$ cat src/design/lca_pkg.sv
package lca_pkg;

    localparam int unsigned NODE_W        = 10;
    localparam int unsigned CMD_W         = 2;
    localparam int unsigned NODES_DEF     = 1024;
    localparam int unsigned TOP_LEVEL_DEF = 9;
    localparam int unsigned MOD_SHIFT     = 2 * NODE_W;
    localparam int unsigned PROD_W        = 32;

    localparam logic [CMD_W-1:0] CMD_ROOT   = 2'd0;
    localparam logic [CMD_W-1:0] CMD_ATTACH = 2'd1;
    localparam logic [CMD_W-1:0] CMD_QUERY  = 2'd2;

    typedef enum logic [1:0] {
        MOD_NONE,
        MOD_RECIP,
        MOD_SCALE,
        MOD_REDUCE
    } t_mod_op;

    typedef enum logic [2:0] {
        LVL_HOLD,
        LVL_CLR,
        LVL_INC,
        LVL_DEC,
        LVL_TOP
    } t_lvl_op;

    typedef enum logic [2:0] {
        UV_HOLD,
        UV_V_TO_U,
        UV_QA_TO_U,
        UV_ORDER,
        UV_LIFT,
        UV_CLIMB
    } t_uv_op;

    typedef enum logic [1:0] {
        AW_A,
        AW_V,
        AW_QA
    } t_awsel;

    typedef enum logic {
        DW_ZERO,
        DW_INC
    } t_dwsel;

    typedef enum logic {
        OS_U,
        OS_QA
    } t_osel;

    typedef struct packed {
        logic    in_ready;
        t_mod_op mod_op;
        t_lvl_op lvl_op;
        t_uv_op  uv_op;
        logic    anc_we;
        t_awsel  anc_wsel;
        logic    dep_we;
        t_dwsel  dep_wsel;
        logic    out_load;
        t_osel   out_sel;
    } t_ctrl;

    typedef struct packed {
        logic [CMD_W-1:0] cmd;
        logic             lvl_top;
        logic             lvl_zero;
        logic             diff_zero;
        logic             rest_zero;
        logic             uv_eq;
        logic             out_free;
    } t_stat;

    localparam t_ctrl CTRL_NOP = '{
        in_ready: 1'b0,
        mod_op:   MOD_NONE,
        lvl_op:   LVL_HOLD,
        uv_op:    UV_HOLD,
        anc_we:   1'b0,
        anc_wsel: AW_A,
        dep_we:   1'b0,
        dep_wsel: DW_ZERO,
        out_load: 1'b0,
        out_sel:  OS_U
    };

endpackage

$ cat src/design/lca_useq.sv
module lca_useq import lca_pkg::*; (
    input  logic  i_clk,
    input  logic  i_rst_n,
    input  logic  i_in_valid,
    input  t_stat i_stat,
    output t_ctrl o_ctrl
);

    typedef enum logic [4:0] {
        S_IDLE, S_M1, S_M2, S_M3,
        S_RT,
        S_AT0, S_AT1, S_ATR, S_ATW,
        S_Q0, S_Q1, S_LR, S_LD, S_CHK, S_OU, S_CR, S_CD, S_FR, S_FD
    } t_step;

    typedef enum logic [3:0] {
        C_ALWAYS,
        C_IN_VALID,
        C_DISPATCH,
        C_LVL_TOP,
        C_LVL_ZERO,
        C_DIFF_ZERO,
        C_REST_ZERO,
        C_UV_EQ,
        C_OUT_FREE
    } t_cond;

    typedef struct packed {
        t_cond cond;
        t_step tgt_t;
        t_step tgt_f;
        t_ctrl ctrl;
    } t_uword;

    function automatic t_uword urom(input t_step s);
        t_uword w;
        w.cond  = C_ALWAYS;
        w.tgt_t = S_IDLE;
        w.tgt_f = S_IDLE;
        w.ctrl  = CTRL_NOP;
        case (s)
            S_IDLE: begin
                w.ctrl.in_ready = 1'b1;
                w.cond = C_IN_VALID; w.tgt_t = S_M1; w.tgt_f = S_IDLE;
            end
            S_M1: begin
                w.ctrl.mod_op = MOD_RECIP;
                w.tgt_t = S_M2;
            end
            S_M2: begin
                w.ctrl.mod_op = MOD_SCALE;
                w.tgt_t = S_M3;
            end
            S_M3: begin
                w.ctrl.mod_op = MOD_REDUCE;
                w.ctrl.lvl_op = LVL_CLR;
                w.cond = C_DISPATCH;
            end
            S_RT: begin
                w.ctrl.anc_we   = 1'b1;
                w.ctrl.anc_wsel = AW_A;
                w.ctrl.dep_we   = 1'b1;
                w.ctrl.dep_wsel = DW_ZERO;
                w.ctrl.lvl_op   = LVL_INC;
                w.cond = C_LVL_TOP; w.tgt_t = S_IDLE; w.tgt_f = S_RT;
            end
            S_AT0: begin
                w.ctrl.anc_we   = 1'b1;
                w.ctrl.anc_wsel = AW_V;
                w.ctrl.uv_op    = UV_V_TO_U;
                w.tgt_t = S_AT1;
            end
            S_AT1: begin
                w.ctrl.dep_we   = 1'b1;
                w.ctrl.dep_wsel = DW_INC;
                w.ctrl.lvl_op   = LVL_INC;
                w.tgt_t = S_ATW;
            end
            S_ATR: begin
                w.ctrl.lvl_op = LVL_INC;
                w.tgt_t = S_ATW;
            end
            S_ATW: begin
                w.ctrl.anc_we   = 1'b1;
                w.ctrl.anc_wsel = AW_QA;
                w.ctrl.uv_op    = UV_QA_TO_U;
                w.cond = C_LVL_TOP; w.tgt_t = S_IDLE; w.tgt_f = S_ATR;
            end
            S_Q0: begin
                w.tgt_t = S_Q1;
            end
            S_Q1: begin
                w.ctrl.uv_op = UV_ORDER;
                w.cond = C_DIFF_ZERO; w.tgt_t = S_CHK; w.tgt_f = S_LR;
            end
            S_LR: begin
                w.tgt_t = S_LD;
            end
            S_LD: begin
                w.ctrl.uv_op  = UV_LIFT;
                w.ctrl.lvl_op = LVL_INC;
                w.cond = C_REST_ZERO; w.tgt_t = S_CHK; w.tgt_f = S_LR;
            end
            S_CHK: begin
                w.ctrl.lvl_op = LVL_TOP;
                w.cond = C_UV_EQ; w.tgt_t = S_OU; w.tgt_f = S_CR;
            end
            S_OU: begin
                w.ctrl.out_load = 1'b1;
                w.ctrl.out_sel  = OS_U;
                w.cond = C_OUT_FREE; w.tgt_t = S_IDLE; w.tgt_f = S_OU;
            end
            S_CR: begin
                w.tgt_t = S_CD;
            end
            S_CD: begin
                w.ctrl.uv_op  = UV_CLIMB;
                w.ctrl.lvl_op = LVL_DEC;
                w.cond = C_LVL_ZERO; w.tgt_t = S_FR; w.tgt_f = S_CR;
            end
            S_FR: begin
                w.tgt_t = S_FD;
            end
            S_FD: begin
                w.ctrl.out_load = 1'b1;
                w.ctrl.out_sel  = OS_QA;
                w.cond = C_OUT_FREE; w.tgt_t = S_IDLE; w.tgt_f = S_FD;
            end
            default: begin
                w.tgt_t = S_IDLE;
            end
        endcase
        return w;
    endfunction

    t_step  r_step;
    t_step  n_step;
    t_uword word;
    logic   take;

    assign word   = urom(r_step);
    assign o_ctrl = word.ctrl;

    always_comb begin
        case (word.cond)
            C_ALWAYS:    take = 1'b1;
            C_IN_VALID:  take = i_in_valid;
            C_LVL_TOP:   take = i_stat.lvl_top;
            C_LVL_ZERO:  take = i_stat.lvl_zero;
            C_DIFF_ZERO: take = i_stat.diff_zero;
            C_REST_ZERO: take = i_stat.rest_zero;
            C_UV_EQ:     take = i_stat.uv_eq;
            C_OUT_FREE:  take = i_stat.out_free;
            default:     take = 1'b1;
        endcase
    end

    always_comb begin
        if (word.cond == C_DISPATCH) begin
            case (i_stat.cmd)
                CMD_ROOT:   n_step = S_RT;
                CMD_ATTACH: n_step = S_AT0;
                CMD_QUERY:  n_step = S_Q0;
                default:    n_step = S_IDLE;
            endcase
        end else begin
            n_step = take ? word.tgt_t : word.tgt_f;
        end
    end

    always_ff @(posedge i_clk) begin
        if (!i_rst_n) begin
            r_step <= S_IDLE;
        end else begin
            r_step <= n_step;
        end
    end

endmodule

$ cat config.mk
export PLATFORM = sky130hd
export DESIGN_NAME = lca_useq
export DESIGN_NICKNAME = d
export VERILOG_FILES = /design/src/design/lca_pkg.sv /design/src/design/lca_useq.sv
export SDC_FILE = /design/constraint.sdc
export NUM_CORES = 1
export LEC_CHECK = 0
export BUFFER_PORTS_ARGS = -buffer_cell sky130_fd_sc_hd__buf_4
export CORE_UTILIZATION = 48
export CTS_BUF_LIST = sky130_fd_sc_hd__clkbuf_8
export DETAILED_ROUTE_END_ITERATION = 12
export PLACE_DENSITY = 0.78
export SLEW_MARGIN = 0
export SYNTH_ARGS = -nofsm -noshare
export SYNTH_HDL_FRONTEND = slang
export SYNTH_SLANG_ARGS = --single-unit
$ cat constraint.sdc
create_clock -name i_clk -period 1.7 [get_ports i_clk]
set_clock_uncertainty 0.1 [all_clocks]
set_input_delay 0.085 -clock i_clk [delete_from_list [all_inputs] [get_ports i_clk]]
set_output_delay 0.085 -clock i_clk [all_outputs]
set_load 0.03 [all_outputs]
==> results.txt, run 1 <==
outcome: did not finish
Fail Step: global routing (5_1_grt)
first error: [ERROR GRT-0232] Routing congestion too high. Check the congestion heatmap in the GUI.
clock root buffer: clkbuf_8
number of enable flip-flop cells after synthesis: 0
Num CTS Buffers: 3
Mapped Cells: 144
die boundary height: 46.2 um
worst endpoint after global-route timing repair: r_step[1]$_SDFF_PP0_/D
count of input and output buffers: 26
Max H-tree Level: 1
post-detail-place hpwl: 2510 um
width of the die: 46.2 um
final weighted congestion of routability-driven global placement: 0.922
#FFs+latches synth: 5
Max Buffers Root-to-Sink: 2
IO Count: 27
count of standard-cell rows: 15
Synth Cell Area: 937 um^2
sequential fraction of the synthesis area: 10.7%
# clock sinks: 5
cell area after placement: 1420 um^2
Synth cell types: 45
syn_area_per_cell: 6.51 um^2
pre-CTS setup slack: -156 ps
starting density of the core: 52.6%
Yosys Warn Count: 0
Total GRT Usage: 71.9%
largest net degree at the start of global routing: 20
sum of overflow across all layers after global routing: 26
syn_nets: 159
top_reg_cell synth: dfxtp_1
portion of synthesized cell area occupied by the leading cell type: 10.7%
quantity of hold-fixing buffers added after cts: 0
top area cells in the synthesized netlist: dfxtp_1, nor2_1, a21oi_1
category of the worst endpoint: register data pin
largest area contributor in the netlist: dfxtp_1
async set or reset register ratio after synthesis: 0%
timing repair:
| action | 4_1_cts |
|---|---|
| setup endpoints to repair | 13 |
| resized for setup | 33 |
| pin swaps | 8 |
| buffers inserted | 3 |
cells by family after synthesis:
kind of cell             after synthesis  share of synthesized area [%]
AO/OA/AOI/OAI                         45                           32.8
adder cells (fa/ha/maj)                4                           5.34
buffers and inverters                 17                           9.08
flip-flops                             5                           10.7
multiplexers                           3                           3.20
AND/OR/NAND/NOR                       70                           38.9
metrics by stage:
step	TNS, ps	instances
global placement	-209	220
floorplan	-50.5	144
CTS	-583	227
detailed placement	-514	220
routing by layer:
metal	overflow	track usage [%]
met1	0	68.6
met2	12	94.6
met3	1	44.7
met4	13	88.2
met5	0	0
cells in the mapped netlist, types with 4 or more instances:
| master | number |
|---|---|
| nor2_1 | 18 |
| nand2_1 | 13 |
| a21oi_1 | 12 |
| nand2b_1 | 8 |
| nor3_1 | 8 |
| nor2b_1 | 7 |
| inv_1 | 6 |
| o21ai_0 | 6 |
| buf_2 | 5 |
| dfxtp_1 | 5 |
| nand3_1 | 5 |
| ha_1 | 4 |
==> run 2: changes to the inputs <==
--- a/config.mk
+++ b/config.mk
@@ -6,10 +6,10 @@
 export NUM_CORES = 1
 export LEC_CHECK = 0
 export BUFFER_PORTS_ARGS = -buffer_cell sky130_fd_sc_hd__buf_4
-export CORE_UTILIZATION = 48
-export CTS_BUF_LIST = sky130_fd_sc_hd__clkbuf_8
+export CORE_AREA = 2 2 63 65
 export DETAILED_ROUTE_END_ITERATION = 12
-export PLACE_DENSITY = 0.78
+export DIE_AREA = 0 0 65 67
+export PLACE_DENSITY_LB_ADDON = 0.15
 export SLEW_MARGIN = 0
 export SYNTH_ARGS = -nofsm -noshare
 export SYNTH_HDL_FRONTEND = slang
==> constraint.sdc (replaced) <==
create_clock -name i_clk -period 2.2 [get_ports i_clk]
set_clock_uncertainty 0.1 [all_clocks]
set_input_delay 0.11 -clock i_clk [delete_from_list [all_inputs] [get_ports i_clk]]
set_output_delay 0.11 -clock i_clk [all_outputs]
set_load 0.03 [all_outputs]
==> run 2 against run 1 <==
The run now ends clean. Synthesized cell count stayed put. Synthesized area stayed put.
==> results.txt, run 2 <==
outcome: completed
launching instance or port of the critical path: r_step[1]
post-route cell area: 1290 um^2
top area cells in the synthesized netlist: dfxtp_1, nor2_1, a21oi_1
peak fanout along the critical path: 12
Synth cell types: 45
pre-CTS setup slack: 226 ps
Filler Cells Inserted: 403
starting DRC count in detailed routing: 79
most frequent cell after synthesis: nor2_1
static leakage: 0.590 nW
Synth Area in Compound Gates: 32.8%
cell-by-cell trace of the critical path: buf_4 -> nor2b_1 -> a21oi_1 -> o32ai_1 -> buf_4
count of standard-cell rows: 22
starting density of the core: 26.0%
insertion delay to the later sink of the worst-skew pair: 230 ps
maximum achievable frequency: 497 MHz
syn_nets: 159
Final TNS setup: 0 ps
setup ws final: 186 ps
Layout Cells excl Fill: 226
Num CTS Buffers: 3
top_reg_cell synth: dfxtp_1
hold wc startpoint: i_rst_n
power per unit of standard cell area: 889 nW/um^2
Final min period: 2010 ps
reg-to-reg endpoint: r_step[1]
Synth Cell Area: 937 um^2
kind of end point of the critical path: primary output
Total GRT Usage: 15.0%
largest net degree at the start of global routing: 20
normalized max-slew margin: 61.0%
Largest stage delay, worst path: 560 ps
width of the die: 65 um
leading cell types in the layout, fill and taps excluded: buf_4, nor2_1, nand2_1
quantity of hold-fixing buffers added after cts: 0
Mapped Cells: 144
clock transition at the registers of the reported paths: 40 ps
critical path data required time: 1990 ps
RSZ-0062 raised after global routing: false
combinational family with the most area after synthesis: simple AND/OR/NAND/NOR gates
fraction of layout instances using a drive strength above 1: 27.0%
dominant cell type by count on the critical path: buf_4
depth of the worst register-to-register path: 6
length of the first detailed-routing pass in iterations: 4
# clock sinks: 5
Max-Cap Viols: 0
area of combinational cells with multiple inputs: 756 um^2
die area: 4360 um^2
number of enable flip-flop cells after synthesis: 0
number of DRC violations after detailed routing: 0
slowest cell on the critical path: dfxtp_1
number of antenna violations at the first check in global routing: 0
post-route worst hold slack: 72.1 ps
area of the core: 3610 um^2
most common cell after layout, fill and taps aside: buf_4
number of endpoints failing setup at the final stage: 0
Hold Path Sink: r_step[3]
beginning of the worst register-to-register path: r_step[1]
Seq. cell area: 100 um^2
portion of netlist area occupied by mux cells: 3.20%
startpoint type of the worst setup path: register
xor-xnor portion of the synthesized cell area: 0%
first-pass GRT wire length: 5150 um
IO Count: 27
Final Hold Violating Endpoints: 0
count of placed standard cells including taps: 222
#FFs+latches synth: 5
Worst-Margin Slew: 570 ps
total detailed-routing wirelength: 3070 um
vias per inst: 5.25
ANT nets after route: 0
syn_area_per_cell: 6.51 um^2
CP Data Arrival Time: 1800 ps
Register-to-Register Setup Slack: 210 ps
portion of synthesized cell area occupied by the leading cell type: 10.7%
utilization after layout: 35.8%
max FFs per register: 5
final weighted congestion of routability-driven global placement: 0.773
clock tree from TritonCTS: done
maximum vdd drop: 0.362 mV
average routed wire per standard cell: 13.6 um
via count: 1186
count of input and output buffers: 26
post-detail-place hpwl: 2420 um
Max H-tree Level: 1
Max Buffers Root-to-Sink: 2
Pins Over Slew Limit: 0
clock root buffer: clkbuf_8
top post-synthesis cells by count: nor2_1, nand2_1, a21oi_1, nand2b_1, nor3_1
Largest regs: r_step x5
Final Cycle Share: 91.5%
largest area contributor in the netlist: dfxtp_1
cell area after placement: 1240 um^2
area share of and/or/nand/nor cells after synthesis: 38.9%
sequential fraction of the synthesis area: 10.7%
async set or reset register ratio after synthesis: 0%
classification of the worst-slack hold path: primary input to register
kind of critical path: register to primary output
total power after layout: 1.15 mW
number of diodes added for antenna fixing: 0
register with the highest flop count: r_step
Post-Synth Adder-Cell Area: 5.34%
via count of the first global-routing pass: 1136
Yosys Warn Count: 0
number of nets in the layout: 194
layout overhead on the synthesized area: 37.9%
die boundary height: 67 um
sum of overflow across all layers after global routing: 0
number of cells traversed by the worst hold path: 2
==> run 2: cell counts after synthesis <==
Identical to the previous run, type by type.
==> run 2: critical path: cells and delay by family, from the launching register on <==
family | cells | cell delay [ps]
compound gates | 2 | 340
buf+inv | 2 | 460
flops | 1 | 560
simple gates | 1 | 230
==> run 2: cell type report <==
class	instances	share of cell area (%)
Timing Repair Buffer	41	23.8
Sequential cell	5	7.74
Multi-Input combinational cell	122	58.5
Clock inverter	1	0.387
Inverter	6	1.74
Tap cell	48	4.65
Clock buffer	3	3.19
==> run 2: repair_timing <==
action | CTS | global route
setup endpoints to repair | 0 | 1
buffers inserted | 0 | 0
resized for setup | 0 | 1
==> run 2: worst max-delay path by stage <==
stage / slack, ps / depth (start not counted) / endpoint
after floorplan: 260 / 5 / o_ctrl[9]
after global placement: 180 / 6 / r_step[1]
after detailed placement: 230 / 7 / r_step[2]
after CTS: 200 / 5 / o_ctrl[7]
after global routing: 30 / 5 / o_ctrl[0]
final: 190 / 5 / o_ctrl[7]
==> run 2: kinds of logic (layout without fill, tap and decap cells) <==
| family | after synthesis | in the layout |
|---|---|---|
| AOI/OAI and AO/OA | 45 | 45 |
| adders and majority gates | 4 | 4 |
| buffers and inverters | 17 | 51 |
| DFF | 5 | 5 |
| muxes | 3 | 3 |
| and+or+nand+nor | 70 | 70 |
==> run 2: report_power, final <==
part,internal [mW],switching [mW]
Combinational,0.343,0.471
Sequential,0.111,0.0522
Clock,0.122,0.0499
Total,0.576,0.573
==> run 2: routing by layer <==
layer / vias to the layer above / track usage (%) / share of wire [%]
met5: - / 0 / 0
li1: 587 / - / -
met2: 36 / 27.1 / 51
met3: 4 / 1.52 / 4.1
met1: 559 / 18.5 / 44
met4: 0 / 5.05 / 1.4
Note: power is estimated with default switching activity, not from simulation.
